## config.mk

```make
export PLATFORM = sky130hd
export DESIGN_NAME = color_window_mask_centroid_top
export DESIGN_NICKNAME = d
export VERILOG_FILES = /design/src/rtl/cwmc_pkg.sv /design/src/rtl/cwmc_pixel.sv /design/src/rtl/cwmc_div.sv /design/src/rtl/color_window_mask_centroid_top.sv
export VERILOG_INCLUDE_DIRS = /design/src /design/src/rtl
export SDC_FILE = /design/constraint.sdc
export NUM_CORES = 1
export LEC_CHECK = 0
export ABC_AREA = 1
export BUFFER_PORTS_ARGS = -buffer_cell sky130_fd_sc_hd__buf_2
export CORE_MARGIN = 1
export CORE_UTILIZATION = 40
export DETAILED_ROUTE_END_ITERATION = 16
export PLACE_DENSITY = 0.64
export SLEW_MARGIN = 30
export SYNTH_ARGS = -nofsm -noshare
export SYNTH_HDL_FRONTEND = slang
export SYNTH_SLANG_ARGS = --single-unit
export TNS_END_PERCENT = 1
```

## constraint.sdc

```tcl
create_clock -name i_clk -period 3.78 [get_ports i_clk]
set_clock_uncertainty 0.1 [all_clocks]
set_input_delay 0.189 -clock i_clk [delete_from_list [all_inputs] [get_ports i_clk]]
set_output_delay 0.189 -clock i_clk [all_outputs]
set_load 0.05 [all_outputs]
```

## src/rtl/color_window_mask_centroid_top_defines.svh

```systemverilog
// ----------------------------------------------------------------------------
// Assertion macros for the colour-window mask and centroid block.
// Each macro expands to one labelled concurrent assertion on the rising clock,
// disabled while the synchronous active-low reset is asserted.
// ----------------------------------------------------------------------------
`ifndef COLOR_WINDOW_MASK_CENTROID_TOP_DEFINES_SVH
`define COLOR_WINDOW_MASK_CENTROID_TOP_DEFINES_SVH

// Same-cycle implication: when ante holds, cons holds in the same cycle.
`define CWMC_ASSERT_IMP(label, clk, rst_n, ante, cons) \
    label: assert property (@(posedge clk) disable iff (!(rst_n)) (ante) |-> (cons)) \
        else $error("cwmc assertion failed");

// Next-cycle implication: when ante holds, cons holds in the next cycle.
`define CWMC_ASSERT_NXT(label, clk, rst_n, ante, cons) \
    label: assert property (@(posedge clk) disable iff (!(rst_n)) (ante) |=> (cons)) \
        else $error("cwmc assertion failed");

`endif

```

## src/rtl/cwmc_pkg.sv

```systemverilog
// ----------------------------------------------------------------------------
// cwmc_pkg
// Shared widths, limits and types for the colour-window mask and centroid
// block.
// ----------------------------------------------------------------------------
package cwmc_pkg;

    // Field widths fixed by the interface.
    localparam int CH_W    = 8;
    localparam int LINE_W  = 11;
    localparam int HIT_W   = 21;
    localparam int SUM_W   = 30;
    localparam int CENT_W  = 10;
    localparam int IDX_W   = 3;
    localparam int DATA_W  = 11;

    // Saturation limits.
    localparam logic [HIT_W-1:0]  HIT_LIMIT      = {HIT_W{1'b1}};
    localparam logic [SUM_W-1:0]  SUM_LIMIT      = {SUM_W{1'b1}};
    localparam logic [CENT_W-1:0] CENTROID_LIMIT = {CENT_W{1'b1}};
    localparam logic [CH_W-1:0]   FULL_8         = {CH_W{1'b1}};

    // Register indexes on the configuration port.
    localparam logic [IDX_W-1:0] REG_RED_MIN   = 3'd0;
    localparam logic [IDX_W-1:0] REG_RED_MAX   = 3'd1;
    localparam logic [IDX_W-1:0] REG_GREEN_MIN = 3'd2;
    localparam logic [IDX_W-1:0] REG_GREEN_MAX = 3'd3;
    localparam logic [IDX_W-1:0] REG_BLUE_MIN  = 3'd4;
    localparam logic [IDX_W-1:0] REG_BLUE_MAX  = 3'd5;
    localparam logic [IDX_W-1:0] REG_LINE_W    = 3'd6;
    localparam logic [IDX_W-1:0] REG_DIFF_MODE = 3'd7;

    localparam logic [LINE_W-1:0] LINE_W_RESET = 11'd640;

    // Colour window bounds.
    typedef struct packed {
        logic [CH_W-1:0] red_min;
        logic [CH_W-1:0] red_max;
        logic [CH_W-1:0] green_min;
        logic [CH_W-1:0] green_max;
        logic [CH_W-1:0] blue_min;
        logic [CH_W-1:0] blue_max;
    } t_window_cfg;

    // Request into the shared divider.
    typedef struct packed {
        logic             start;
        logic [SUM_W-1:0] dividend;
        logic [HIT_W-1:0] divisor;
    } t_div_req;

    // Response from the shared divider.
    typedef struct packed {
        logic              done;
        logic [CENT_W-1:0] quotient;
    } t_div_rsp;

endpackage

```

## src/rtl/cwmc_pixel.sv

```systemverilog
// ----------------------------------------------------------------------------
// cwmc_pixel
// Per-pixel classifier: optional reference subtraction with a zero clamp,
// then an inclusive window test on each colour channel.
// ----------------------------------------------------------------------------
module cwmc_pixel (
    input  logic [cwmc_pkg::CH_W-1:0] i_red,
    input  logic [cwmc_pkg::CH_W-1:0] i_green,
    input  logic [cwmc_pkg::CH_W-1:0] i_blue,
    input  logic [cwmc_pkg::CH_W-1:0] i_ref_red,
    input  logic [cwmc_pkg::CH_W-1:0] i_ref_green,
    input  logic [cwmc_pkg::CH_W-1:0] i_ref_blue,
    input  logic                      i_diff_mode,
    input  cwmc_pkg::t_window_cfg     i_window,
    output logic                      o_hit
);
    import cwmc_pkg::*;

    logic [CH_W-1:0] red_v;
    logic [CH_W-1:0] green_v;
    logic [CH_W-1:0] blue_v;

    // Difference mode: current minus reference, never below zero.
    always_comb begin
        red_v   = i_red;
        green_v = i_green;
        blue_v  = i_blue;
        if (i_diff_mode) begin
            red_v   = (i_red   > i_ref_red)   ? i_red   - i_ref_red   : '0;
            green_v = (i_green > i_ref_green) ? i_green - i_ref_green : '0;
            blue_v  = (i_blue  > i_ref_blue)  ? i_blue  - i_ref_blue  : '0;
        end
    end

    // A window whose minimum is above its maximum matches nothing.
    assign o_hit = (red_v   >= i_window.red_min)   && (red_v   <= i_window.red_max)
                && (green_v >= i_window.green_min) && (green_v <= i_window.green_max)
                && (blue_v  >= i_window.blue_min)  && (blue_v  <= i_window.blue_max);

endmodule

```

## src/rtl/cwmc_div.sv

```systemverilog
// ----------------------------------------------------------------------------
// cwmc_div
// Shared restoring divider, one quotient bit per cycle, followed by a
// rounding step: nearest with ties to even, clamped to the centroid range.
// ----------------------------------------------------------------------------
module cwmc_div (
    input  logic               i_clk,
    input  logic               i_rst_n,
    input  cwmc_pkg::t_div_req i_req,
    output cwmc_pkg::t_div_rsp o_rsp
);
    import cwmc_pkg::*;

    localparam int CNT_W = $clog2(SUM_W);
    localparam int REM_W = HIT_W + 1;

    logic             r_busy, n_busy;
    logic             r_round, n_round;
    logic [CNT_W-1:0] r_cnt, n_cnt;
    logic [HIT_W-1:0] r_rem, n_rem;
    logic [SUM_W-1:0] r_quo, n_quo;
    logic [HIT_W-1:0] r_den, n_den;
    logic             r_done, n_done;
    logic [CENT_W-1:0] r_q, n_q;

    logic [REM_W-1:0] trial_in;
    logic [REM_W-1:0] trial;
    logic             fits;
    logic [REM_W-1:0] rem2;
    logic [REM_W-1:0] den_ext;
    logic             round_up;
    logic [SUM_W:0]   q_inc;

    // One restoring step on the shifted partial remainder.
    assign trial_in = {r_rem, r_quo[SUM_W-1]};
    assign den_ext  = {1'b0, r_den};
    assign fits     = trial_in >= den_ext;
    assign trial    = trial_in - den_ext;

    // Rounding on the final remainder: twice the remainder against the divisor.
    assign rem2     = {r_rem, 1'b0};
    assign round_up = (rem2 > den_ext) || ((rem2 == den_ext) && r_quo[0]);
    assign q_inc    = {1'b0, r_quo} + {{SUM_W{1'b0}}, round_up};

    always_comb begin
        n_busy  = r_busy;
        n_round = 1'b0;
        n_cnt   = r_cnt;
        n_rem   = r_rem;
        n_quo   = r_quo;
        n_den   = r_den;
        n_done  = 1'b0;
        n_q     = r_q;
        if (i_req.start) begin
            n_busy = 1'b1;
            n_cnt  = '0;
            n_rem  = '0;
            n_quo  = i_req.dividend;
            n_den  = i_req.divisor;
        end else if (r_busy) begin
            n_rem = fits ? trial[HIT_W-1:0] : trial_in[HIT_W-1:0];
            n_quo = {r_quo[SUM_W-2:0], fits};
            n_cnt = r_cnt + 1'b1;
            if (r_cnt == CNT_W'(SUM_W - 1)) begin
                n_busy  = 1'b0;
                n_round = 1'b1;
            end
        end else if (r_round) begin
            n_done = 1'b1;
            n_q    = (q_inc > (SUM_W+1)'(CENTROID_LIMIT)) ? CENTROID_LIMIT
                                                           : q_inc[CENT_W-1:0];
        end
    end

    // Control state.
    always_ff @(posedge i_clk) begin
        if (!i_rst_n) begin
            r_busy  <= 1'b0;
            r_round <= 1'b0;
            r_done  <= 1'b0;
        end else begin
            r_busy  <= n_busy;
            r_round <= n_round;
            r_done  <= n_done;
        end
    end

    // Datapath registers.
    always_ff @(posedge i_clk) begin
        r_cnt <= n_cnt;
        r_rem <= n_rem;
        r_quo <= n_quo;
        r_den <= n_den;
        r_q   <= n_q;
    end

    assign o_rsp.done     = r_done;
    assign o_rsp.quotient = r_q;

    `include "color_window_mask_centroid_top_defines.svh"

    // A new division is only launched while the unit is free.
    `CWMC_ASSERT_IMP(a_div_start_free, i_clk, i_rst_n, i_req.start, !r_busy && !r_round)

endmodule

```

## src/rtl/color_window_mask_centroid_top.sv

```systemverilog
// ----------------------------------------------------------------------------
// color_window_mask_centroid_top
// Colour-window mask and blob centroid over a raster RGB pixel stream.
//
// Usage: pixels arrive on the input channel (i_valid / o_ready) with an
// optional reference pixel and a frame-end flag. Each transfer yields one
// mask result on the output channel (o_valid / i_ready); the frame-end pixel
// yields a second result, the frame summary with hit count and centroid.
// For ordinary pixels, a pixel can be accepted every cycle while the output
// register is free or being taken in the same cycle, and the registered mask
// result appears in the cycle after the transfer.
// A frame-end pixel occupies the block until the summary is loaded: per mean,
// a launch, the divider steps, a rounding step and a hand-off, once for the
// column mean and once for the row mean, then the summary is loaded once the
// output register is free; input ready stays low meanwhile.
// If the receiver stalls, the result waits in the output register and no
// further pixel is accepted until it has been taken.
// Reset (synchronous, active low) restores the register defaults, clears the
// frame counters and empties the output register.
// ----------------------------------------------------------------------------
module color_window_mask_centroid_top #(
    parameter int MAX_WIDTH  = 1024,
    parameter int MAX_HEIGHT = 1024
) (
    input  logic                          i_clk,
    input  logic                          i_rst_n,
    // Configuration write port.
    input  logic                          i_cfg_we,
    input  logic [cwmc_pkg::IDX_W-1:0]    i_cfg_idx,
    input  logic [cwmc_pkg::DATA_W-1:0]   i_cfg_data,
    // Pixel input channel.
    input  logic                          i_valid,
    output logic                          o_ready,
    input  logic [cwmc_pkg::CH_W-1:0]     i_red,
    input  logic [cwmc_pkg::CH_W-1:0]     i_green,
    input  logic [cwmc_pkg::CH_W-1:0]     i_blue,
    input  logic [cwmc_pkg::CH_W-1:0]     i_ref_red,
    input  logic [cwmc_pkg::CH_W-1:0]     i_ref_green,
    input  logic [cwmc_pkg::CH_W-1:0]     i_ref_blue,
    input  logic                          i_frame_end,
    // Result output channel.
    output logic                          o_valid,
    input  logic                          i_ready,
    output logic                          o_is_summary,
    output logic                          o_mask,
    output logic [cwmc_pkg::HIT_W-1:0]    o_hit_count,
    output logic [cwmc_pkg::CENT_W-1:0]   o_centroid_x,
    output logic [cwmc_pkg::CENT_W-1:0]   o_centroid_y,
    output logic                          o_centroid_valid,
    output logic                          o_last_result
);
    import cwmc_pkg::*;

    localparam int XW = $clog2(MAX_WIDTH);
    localparam int YW = $clog2(MAX_HEIGHT);
    localparam int LW = (XW + 1 > LINE_W) ? XW + 1 : LINE_W;

    // Sequencer states.
    localparam logic [2:0] S_IDLE   = 3'd0;
    localparam logic [2:0] S_STARTX = 3'd1;
    localparam logic [2:0] S_DIVX   = 3'd2;
    localparam logic [2:0] S_STARTY = 3'd3;
    localparam logic [2:0] S_DIVY   = 3'd4;
    localparam logic [2:0] S_SUM    = 3'd5;

    // Configuration registers.
    t_window_cfg       r_window;
    logic [LINE_W-1:0] r_line_width;
    logic              r_diff_mode;

    // Frame state.
    logic [2:0]        r_state, n_state;
    logic [XW-1:0]     r_col, n_col;
    logic [YW-1:0]     r_row, n_row;
    logic [HIT_W-1:0]  r_hits, n_hits;
    logic [SUM_W-1:0]  r_col_sum, n_col_sum;
    logic [SUM_W-1:0]  r_row_sum, n_row_sum;
    logic [CENT_W-1:0] r_cx, n_cx;

    // Output register.
    logic              r_o_valid, n_o_valid;
    logic              r_is_summary, n_is_summary;
    logic              r_mask, n_mask;
    logic [HIT_W-1:0]  r_hit_count, n_hit_count;
    logic [CENT_W-1:0] r_cent_x, n_cent_x;
    logic [CENT_W-1:0] r_cent_y, n_cent_y;
    logic              r_cent_valid, n_cent_valid;
    logic              r_last, n_last;

    logic              hit;
    logic              in_xfer;
    logic              out_xfer;
    logic              out_free;
    logic [LW-1:0]     eff_width;
    logic [LW-1:0]     col_next;
    logic              col_wrap;
    logic [YW:0]       row_next;
    logic [SUM_W:0]    col_sum_add;
    logic [SUM_W:0]    row_sum_add;
    logic              no_hits;
    t_div_req          div_req;
    t_div_rsp          div_rsp;

    // Pixel classification.
    cwmc_pixel u_pixel (
        .i_red       (i_red),
        .i_green     (i_green),
        .i_blue      (i_blue),
        .i_ref_red   (i_ref_red),
        .i_ref_green (i_ref_green),
        .i_ref_blue  (i_ref_blue),
        .i_diff_mode (r_diff_mode),
        .i_window    (r_window),
        .o_hit       (hit)
    );

    // Shared divider for both centroid means.
    cwmc_div u_div (
        .i_clk   (i_clk),
        .i_rst_n (i_rst_n),
        .i_req   (div_req),
        .o_rsp   (div_rsp)
    );

    assign out_free = !r_o_valid || i_ready;
    assign o_ready  = (r_state == S_IDLE) && out_free;
    assign in_xfer  = i_valid && o_ready;
    assign out_xfer = r_o_valid && i_ready;
    assign no_hits  = (r_hits == '0);

    // Divider launch: column sum first, then row sum, both over the hit count.
    assign div_req.start    = r_state inside {S_STARTX, S_STARTY};
    assign div_req.dividend = (r_state == S_STARTY) ? r_row_sum : r_col_sum;
    assign div_req.divisor  = r_hits;

    // Raster position: an out-of-range line width is clamped to 1..MAX_WIDTH.
    always_comb begin
        eff_width = LW'(r_line_width);
        if (eff_width == '0) begin
            eff_width = LW'(1);
        end else if (eff_width > LW'(MAX_WIDTH)) begin
            eff_width = LW'(MAX_WIDTH);
        end
    end
    assign col_next = LW'(r_col) + LW'(1);
    assign col_wrap = col_next >= eff_width;
    assign row_next = {1'b0, r_row} + (YW+1)'(1);

    // Saturating sums of hit positions.
    assign col_sum_add = {1'b0, r_col_sum} + (SUM_W+1)'(r_col);
    assign row_sum_add = {1'b0, r_row_sum} + (SUM_W+1)'(r_row);

    // Configuration writes.
    always_ff @(posedge i_clk) begin
        if (!i_rst_n) begin
            r_window.red_min   <= '0;
            r_window.red_max   <= FULL_8;
            r_window.green_min <= '0;
            r_window.green_max <= FULL_8;
            r_window.blue_min  <= '0;
            r_window.blue_max  <= FULL_8;
            r_line_width       <= LINE_W_RESET;
            r_diff_mode        <= 1'b0;
        end else if (i_cfg_we) begin
            case (i_cfg_idx)
                REG_RED_MIN:   r_window.red_min   <= i_cfg_data[CH_W-1:0];
                REG_RED_MAX:   r_window.red_max   <= i_cfg_data[CH_W-1:0];
                REG_GREEN_MIN: r_window.green_min <= i_cfg_data[CH_W-1:0];
                REG_GREEN_MAX: r_window.green_max <= i_cfg_data[CH_W-1:0];
                REG_BLUE_MIN:  r_window.blue_min  <= i_cfg_data[CH_W-1:0];
                REG_BLUE_MAX:  r_window.blue_max  <= i_cfg_data[CH_W-1:0];
                REG_LINE_W:    r_line_width       <= i_cfg_data[LINE_W-1:0];
                REG_DIFF_MODE: r_diff_mode        <= i_cfg_data[0];
                default: begin
                end
            endcase
        end
    end

    // Sequencer, frame accumulation and output register loading.
    always_comb begin
        n_state      = r_state;
        n_col        = r_col;
        n_row        = r_row;
        n_hits       = r_hits;
        n_col_sum    = r_col_sum;
        n_row_sum    = r_row_sum;
        n_cx         = r_cx;
        n_o_valid    = out_xfer ? 1'b0 : r_o_valid;
        n_is_summary = r_is_summary;
        n_mask       = r_mask;
        n_hit_count  = r_hit_count;
        n_cent_x     = r_cent_x;
        n_cent_y     = r_cent_y;
        n_cent_valid = r_cent_valid;
        n_last       = r_last;
        case (r_state)
            S_IDLE: begin
                if (in_xfer) begin
                    // Accumulate the hit at the current position.
                    if (hit) begin
                        n_hits    = (r_hits == HIT_LIMIT) ? r_hits : r_hits + 1'b1;
                        n_col_sum = col_sum_add[SUM_W] ? SUM_LIMIT : col_sum_add[SUM_W-1:0];
                        n_row_sum = row_sum_add[SUM_W] ? SUM_LIMIT : row_sum_add[SUM_W-1:0];
                    end
                    // Advance the raster position; the row saturates at the bottom.
                    if (col_wrap) begin
                        n_col = '0;
                        if (row_next < (YW+1)'(MAX_HEIGHT)) begin
                            n_row = row_next[YW-1:0];
                        end
                    end else begin
                        n_col = col_next[XW-1:0];
                    end
                    // Mask result.
                    n_o_valid    = 1'b1;
                    n_is_summary = 1'b0;
                    n_mask       = hit;
                    n_hit_count  = '0;
                    n_cent_x     = '0;
                    n_cent_y     = '0;
                    n_cent_valid = 1'b0;
                    n_last       = !i_frame_end;
                    if (i_frame_end) begin
                        n_state = S_STARTX;
                    end
                end
            end
            S_STARTX: begin
                n_state = S_DIVX;
            end
            S_DIVX: begin
                if (div_rsp.done) begin
                    n_cx    = div_rsp.quotient;
                    n_state = S_STARTY;
                end
            end
            S_STARTY: begin
                n_state = S_DIVY;
            end
            S_DIVY: begin
                if (div_rsp.done) begin
                    n_state = S_SUM;
                end
            end
            S_SUM: begin
                // Summary waits until the output register is free, then the frame clears.
                if (out_free) begin
                    n_o_valid    = 1'b1;
                    n_is_summary = 1'b1;
                    n_mask       = 1'b0;
                    n_hit_count  = r_hits;
                    n_cent_x     = no_hits ? '0 : r_cx;
                    n_cent_y     = no_hits ? '0 : div_rsp.quotient;
                    n_cent_valid = !no_hits;
                    n_last       = 1'b1;
                    n_col        = '0;
                    n_row        = '0;
                    n_hits       = '0;
                    n_col_sum    = '0;
                    n_row_sum    = '0;
                    n_state      = S_IDLE;
                end
            end
            default: begin
                n_state = S_IDLE;
            end
        endcase
    end

    // Control and frame state.
    always_ff @(posedge i_clk) begin
        if (!i_rst_n) begin
            r_state   <= S_IDLE;
            r_col     <= '0;
            r_row     <= '0;
            r_hits    <= '0;
            r_col_sum <= '0;
            r_row_sum <= '0;
            r_o_valid <= 1'b0;
        end else begin
            r_state   <= n_state;
            r_col     <= n_col;
            r_row     <= n_row;
            r_hits    <= n_hits;
            r_col_sum <= n_col_sum;
            r_row_sum <= n_row_sum;
            r_o_valid <= n_o_valid;
        end
    end

    // Result payload and centroid holding register.
    always_ff @(posedge i_clk) begin
        r_cx         <= n_cx;
        r_is_summary <= n_is_summary;
        r_mask       <= n_mask;
        r_hit_count  <= n_hit_count;
        r_cent_x     <= n_cent_x;
        r_cent_y     <= n_cent_y;
        r_cent_valid <= n_cent_valid;
        r_last       <= n_last;
    end

    assign o_valid          = r_o_valid;
    assign o_is_summary     = r_is_summary;
    assign o_mask           = r_mask;
    assign o_hit_count      = r_hit_count;
    assign o_centroid_x     = r_cent_x;
    assign o_centroid_y     = r_cent_y;
    assign o_centroid_valid = r_cent_valid;
    assign o_last_result    = r_last;

    `include "color_window_mask_centroid_top_defines.svh"

    // A frame-end transfer always starts the centroid sequence.
    `CWMC_ASSERT_NXT(a_fend_starts_div, i_clk, i_rst_n,
                     in_xfer && i_frame_end, r_state == S_STARTX)
    // Divider completions only arrive while the sequencer waits for them.
    `CWMC_ASSERT_IMP(a_done_in_div, i_clk, i_rst_n,
                     div_rsp.done, r_state == S_DIVX || r_state == S_DIVY)
    // An empty frame reports a zero, invalid centroid.
    `CWMC_ASSERT_IMP(a_empty_summary, i_clk, i_rst_n,
                     r_o_valid && r_is_summary && r_hit_count == '0,
                     r_cent_x == '0 && r_cent_y == '0 && !r_cent_valid)

endmodule
```

Word level (Yosys, flattened, before mapping)
Index checks and enable logic that the tools add are counted.

word-level totals
  bits in registers = 310
  word-level logic and storage cells = 191
  memory bits (read-only) = 0
  output and inout port bits = 47
  latch bits = 0
  memories kept = 0
  memory bits (writable) = 0

operators by class
  equality and inequality tests = 24
  multipliers = 0
  bitwise operators = 3
  mux-type cells = 69
  divide/modulo/power cells = 0
  shift-type cells = 0
  reduce and logical (&&, ||, !) cells = 38
  add/sub/neg operators = 11
  order comparisons = 15

operator list
  cell                                                                    number
  30-bit 2-to-1 mux                                                       10
  21-bit 2-to-1 mux                                                       7
  30-bit one-hot mux with 2 select lines                                  2
  10-bit 2-to-1 mux                                                       11
  21-bit one-hot mux with 2 select lines                                  2
  10-bit one-hot mux with 2 select lines                                  4
  30-bit by 10-bit adder with 31-bit output                               2
  8-bit 2-to-1 mux                                                        6
  30-bit by 1-bit adder with 31-bit output                                1
  31-bit by 10-bit > comparator with 1-bit output, second input constant  1
  8-bit >= comparator                                                     3
  8-bit > comparator                                                      3
  8-bit <= comparator                                                     3
  8-bit subtractor                                                        3
  10-bit by 1-bit adder with 11-bit output, second input constant         2
  22-bit by 21-bit == test with 1-bit output                              1
  22-bit by 21-bit >= comparator with 1-bit output                        1
  22-bit by 21-bit > comparator with 1-bit output                         1
  11-bit 2-to-1 mux                                                       2
  21-bit by 1-bit adder with 21-bit output, second input constant         1
  21-bit == test, second input constant                                   1
  21-bit logical NOT                                                      1
  21-bit subtractor                                                       1
  3-bit == test, second input constant                                    6
  other kinds (25)                                                        85

Depth between registers and ports, before layout
  word-level depth = 12
  mapped depth = 29
  gate-level depth less buffers = 28

Hierarchy
From an unflattened synthesis, not the netlist that was laid out.

unflattened totals
  cells, all modules = 3,088
  area, all modules = 21,096.5 µm²

by module, submodules not included
  module                          area an instance (µm²)  times used  cells an instance
  color_window_mask_centroid_top  12,366.9                1           1,809
  cwmc_div                        5,987.0                 1           792
  cwmc_pixel                      2,742.6                 1           487

Worst setup path before layout
No wires, ideal clock.

  path kind = register to register
  start = register u_div.r_den[16]
  end = register u_div.r_q[0], data pin
  stages on the path, launching flop included = 22
  data arrival time = 3,090 ps
  slack = 312 ps
  clock period less this slack = 3,468 ps
  data required time = 3,403 ps
  path buffers = 0
  path through = edfxtp_1 > inv_1 > ha_1 > nand2_1 > nor2_1 > nand2_1 > nor3_1 > a21oi_1 > o21bai_1 > inv_1 > ha_1 > ha_1 > nand3_2 > nor2_1 > inv_1 > nor2_1 > nand3_1 > xnor2_1 > nor2_1 > nand3_1 > nor2_2 > nand4_1

on the way
  cells in the longest elaborated chain, start to end = 5
  elaborated cells between the ends (all ways) = 6
  classes of those cells = add/sub (1); order compare (2); eq/ne (1); reduce/logical (2)

RTL lines
  element                                                                                  line            source
  start: declaration                                                                       cwmc_div.sv:22  logic [HIT_W-1:0] r_den, n_den;
  start signal: assignment                                                                 cwmc_div.sv:93  r_den <= n_den;
  branches (longest 2 deep; another with 22-bit by 21-bit > comparator with 1-bit output)  n/a
  1-bit logical OR *                                                                       cwmc_div.sv:42  assign round_up = (rem2 > den_ext) || ((rem2 == den_ext) && r_quo[0]);
  30-bit by 1-bit adder with 31-bit output *                                               cwmc_div.sv:43  assign q_inc = {1'b0, r_quo} + {{SUM_W{1'b0}}, round_up};
  31-bit by 10-bit > comparator with 1-bit output                                          cwmc_div.sv:70  n_q = (q_inc > (SUM_W+1)'(CENTROID_LIMIT)) ? CENTROID_LIMIT
  end signal: assignment                                                                   cwmc_div.sv:94  r_q <= n_q;
  end: declaration                                                                         cwmc_div.sv:24  logic [CENT_W-1:0] r_q, n_q;

Every way passes the cells marked *.
A chain may end at the register's enable or synchronous reset.

Final worst setup path
  start = register u_div.r_den[20]
  end = register u_div.r_q[8], data pin

The elaborated chain is that of the path after synthesis.

==> metrics.md <==
| Metric | Value |
|---|---|
| First-pass detailed-route iteration total | 5 |
| Drt total wl | about 56000 µm |
| Max-slew violation count | 0 |
| Run status | finished clean |
| PortBufs | 114 |
| Flop pwr share | between 30 and 40% |
| Post-synthesis register bit count | 310 |
| Library cells used by synthesis | 51 |
| Post-DRT Antenna Nets | 0 |
| Setup ws final | 0.0560 ns |
| CTS tree | built |
| Power Density | 645 nW/µm² |
| Tmin final | about 3.7 ns |
| Die area | 51100 µm² |
| Vias in the first global route | 18400 |
| Period utilization | 98.5% |
| Gate power share | 42.6% |
| WS Path Type | reg2reg |
| Fillers | 4942 |
| Cell Area, Synth | 20100 µm² |
| Worst Path Required | 3.96 ns |
| CTS root buf | clkbuf_16 |
| Pint | 0.00876 W |
| Setup slack on the worst flop-to-flop path | between 0.05 and 0.06 ns |
| Static Leak | 10.6 nW |
| Drt wl/cell | 15.1 µm |
| Synth warn | 0 |
| Core Area | 49300 µm² |
| DRC Markers | 0 |
| CP max-delay cell | edfxtp_1 |
| CTS Buf Count | 37 |
| Max Fclk | 0.269 GHz |
| Initial drt markers | 1262 |
| CP delay by family, top | simple AND/OR/NAND/NOR gates |
| Final Hold Fails | 0 |
| Max-cap violations | 0 |
| Max VDD drop | 0.000469 V |
| Largest stage delay on the critical path | 0.37 ns |
| Crit path launch type | flip-flop |
| Synth Net Count | 3043 |
| Grt ovf | 0 |
| Register area | 7370 µm² |
| Seq/Total Area, Yosys | 36.7% |
| Fin nets | 3219 |
| Initial antenna violation count | 0 |
| Die Height | 226 µm |
| EDFF count, synth | 116 |
| Worst-margin pin slew | around 0.9 ns |
| Crit. End Element | flip-flop |
| RSZ-0062 raised after global routing | yes |
| Mapped Cells | about 2800 |
| Crit Path Max Fanout | 5 |
| Worst-Skew Late Latency | about 0.56 ns |
| Clock transition at path regs | 0.06 ns |
| Clock Sinks | 310 |
| Final setup violation count | 0 |
| Chip Width | 226 µm |
| Multi-input logic area | ~11000 µm² |
| Starting Density | around 41% |
| Switching part of the total | 42.6% |
| DR vias | between 15000 and 20000 |
| Final Wtd Congestion | 0.925 |
| Share of cells above drive strength 1 | 11.5% |
| Area Growth Syn to Fin | 17.9% |
| GRT Total Usage | 22.0% |
| Slew headroom | about two fifths |
| Asr flop ratio synth | 0% |
| Crit path DAT | between 3 and 4 ns |
| Synthesized area per cell | 7.08 µm² |
| First-pass GRT wire length | 91400 µm |
| Via density | 5.18 |
| Row count | 81 |
| Placed wire-length estimate | 41300 µm |
| Largest net degree at the start of global routing | slightly below 90 |
| Sw power | 0.00650 W |
| Layout Utilization | 48.1% |
| Tightest Hold Check Type | in2reg |
| DP Worst Slack | -0.258 ns |
| Ports | 115 |
| Clock Power Share | 24.7% |
| Clock Tree Buf Depth | 3 |
| Ys flop type | dfxtp_1 |
| WP buf/inv | 7 |
| # diodes | 0 |
| CTS H-tree lvls | 2 |
final cells by class:
type                       count  area share (%)
multi-input combinational   2037            47.1
tap                          664            3.51
inverter                     407            6.45
sequential                   310            31.1
timing repair buffer         220            6.38
clock inverter                21            1.01
clock buffer                  47            4.42
tightest hold or removal path: cells and delay by family:
family	cells	cell delay, ns
buf+inv	2	0.30
simple gates	1	0.15
cell families (layout without fill, tap and decap cells):
family                   Yosys count  after routing  synth area share, %
AO/OA/AOI/OAI                    469            469                 12.6
XOR/XNOR                          85             85                 3.71
adder cells (fa/ha/maj)          138            138                 8.83
buffers and inverters            490            695                 9.49
flip-flops                       310            310                 36.7
AND/OR/NAND/NOR                 1345           1345                 28.7
per-stage QoR:
stage / cells / instance area, µm² / TNS, ns / hold WS (ns) / power (W)
3_5_place_dp: 3610 / 21800 / -16.93 / 0.334 / 0.0112
3_3_place_gp: 3610 / 21800 / -5.69 / 0.333 / 0.0111
2_1_floorplan: 2837 / 20100 / 0 / 0.215 / 0.00933
5_1_grt: 3706 / 23700 / -1.09 / 0.0959 / 0.0163
4_1_cts: 3699 / 23300 / 0 / 0.0269 / 0.0150
6_report: 3706 / 23700 / 0 / 0.0410 / 0.0153
cell usage in the layout, fill, tap and decap left out, types with 87 or more instances in the layout:
master    netlist  layout
a21oi_1       213     206
buf_2          15     114
dfxtp_1       194     194
edfxtp_1      116     116
ha_1          132     121
inv_1         401     393
nand2_1       695     684
nand3_1       171     168
nand4_1        87      87
nor2_1        284     270
o21ai_0       168     163
flip-flops by register name (all words and copies together) (netlist names), 5 cells and up:
signal and count:
r_col_sum 30, u_div.r_q 10, u_div.r_den 21, u_div.r_rem 21
r_cx 10, o_centroid_x 10, o_centroid_y 10, o_hit_count 21
r_hits 21, u_div.r_cnt 5, r_col 10, r_line_width 11
r_row_sum 30, r_window 48, r_row 10, u_div.r_quo 30
final timing paths:
check / start / endpoint / cells after the start
worst max-delay path: u_div.r_den[20] / u_div.r_q[8] / 26
worst min register to register: u_div.r_q[1] / r_cx[1] / 0
worst min-delay path: i_rst_n / r_diff_mode / 3
worst max register to register: u_div.r_den[20] / u_div.r_q[8] / 26
power groups by stage:
stage | sequential (W) | combinational [W] | clock [W]
3_3_place_gp | 0.00500 | 0.00610 | 0
3_5_place_dp | 0.00503 | 0.00617 | 0
6_report | 0.00499 | 0.00651 | 0.00378
4_1_cts | 0.00496 | 0.00622 | 0.00385
5_1_grt | 0.00508 | 0.00720 | 0.00398
2_1_floorplan | 0.00581 | 0.00352 | 0
Yosys cell counts (all sizes together) (2+ instances only):
library cell    n  area share [%]
o21a            3            0.11
nand3b          7            0.26
inv           405             7.6
a21o           12            0.45
ha            132             8.2
edfxtp        116              17
buf            30            0.88
xnor2          28             1.2
xor2           57             2.5
clkinv          2           0.037
nor2          292             5.6
nor4           14            0.51
a31oi           5            0.16
and3            2           0.062
clkbuf         53             1.0
fa              6            0.60
o21bai          5            0.19
o311ai          2           0.087
dfxtp         194              19
a21oi         213             5.3
a32o            2            0.10
nor2b           2           0.062
nor3b           3            0.11
o211ai         32             1.2
nand3         175             4.5
nand2         698              13
o22ai          14            0.44
or2             7            0.22
o21ai         175             4.4
and2            2           0.062
nor3           55             1.4
nand4          87             2.7
what timing repair did:
| action | CTS | global route |
|---|---|---|
| hold buffers | 21 | 0 |
| pin swaps | 1 | 29 |
| setup endpoints to repair | 10 | 90 |
| gates cloned | 0 | 1 |
| buffers inserted | 0 | 6 |
| resized for setup | 5 | 74 |
| hold endpoints to repair | 66 | 0 |
routing by layer:
layer	global-route usage, %	share of wire (%)	up-vias
met2	36.6	46	545
met3	3.14	5.8	93
met4	6.65	2.4	0
met1	29.4	46	8815
met5	0	0	-
li1	-	-	9730
No activity file was read; power rests on OpenSTA's default activity.
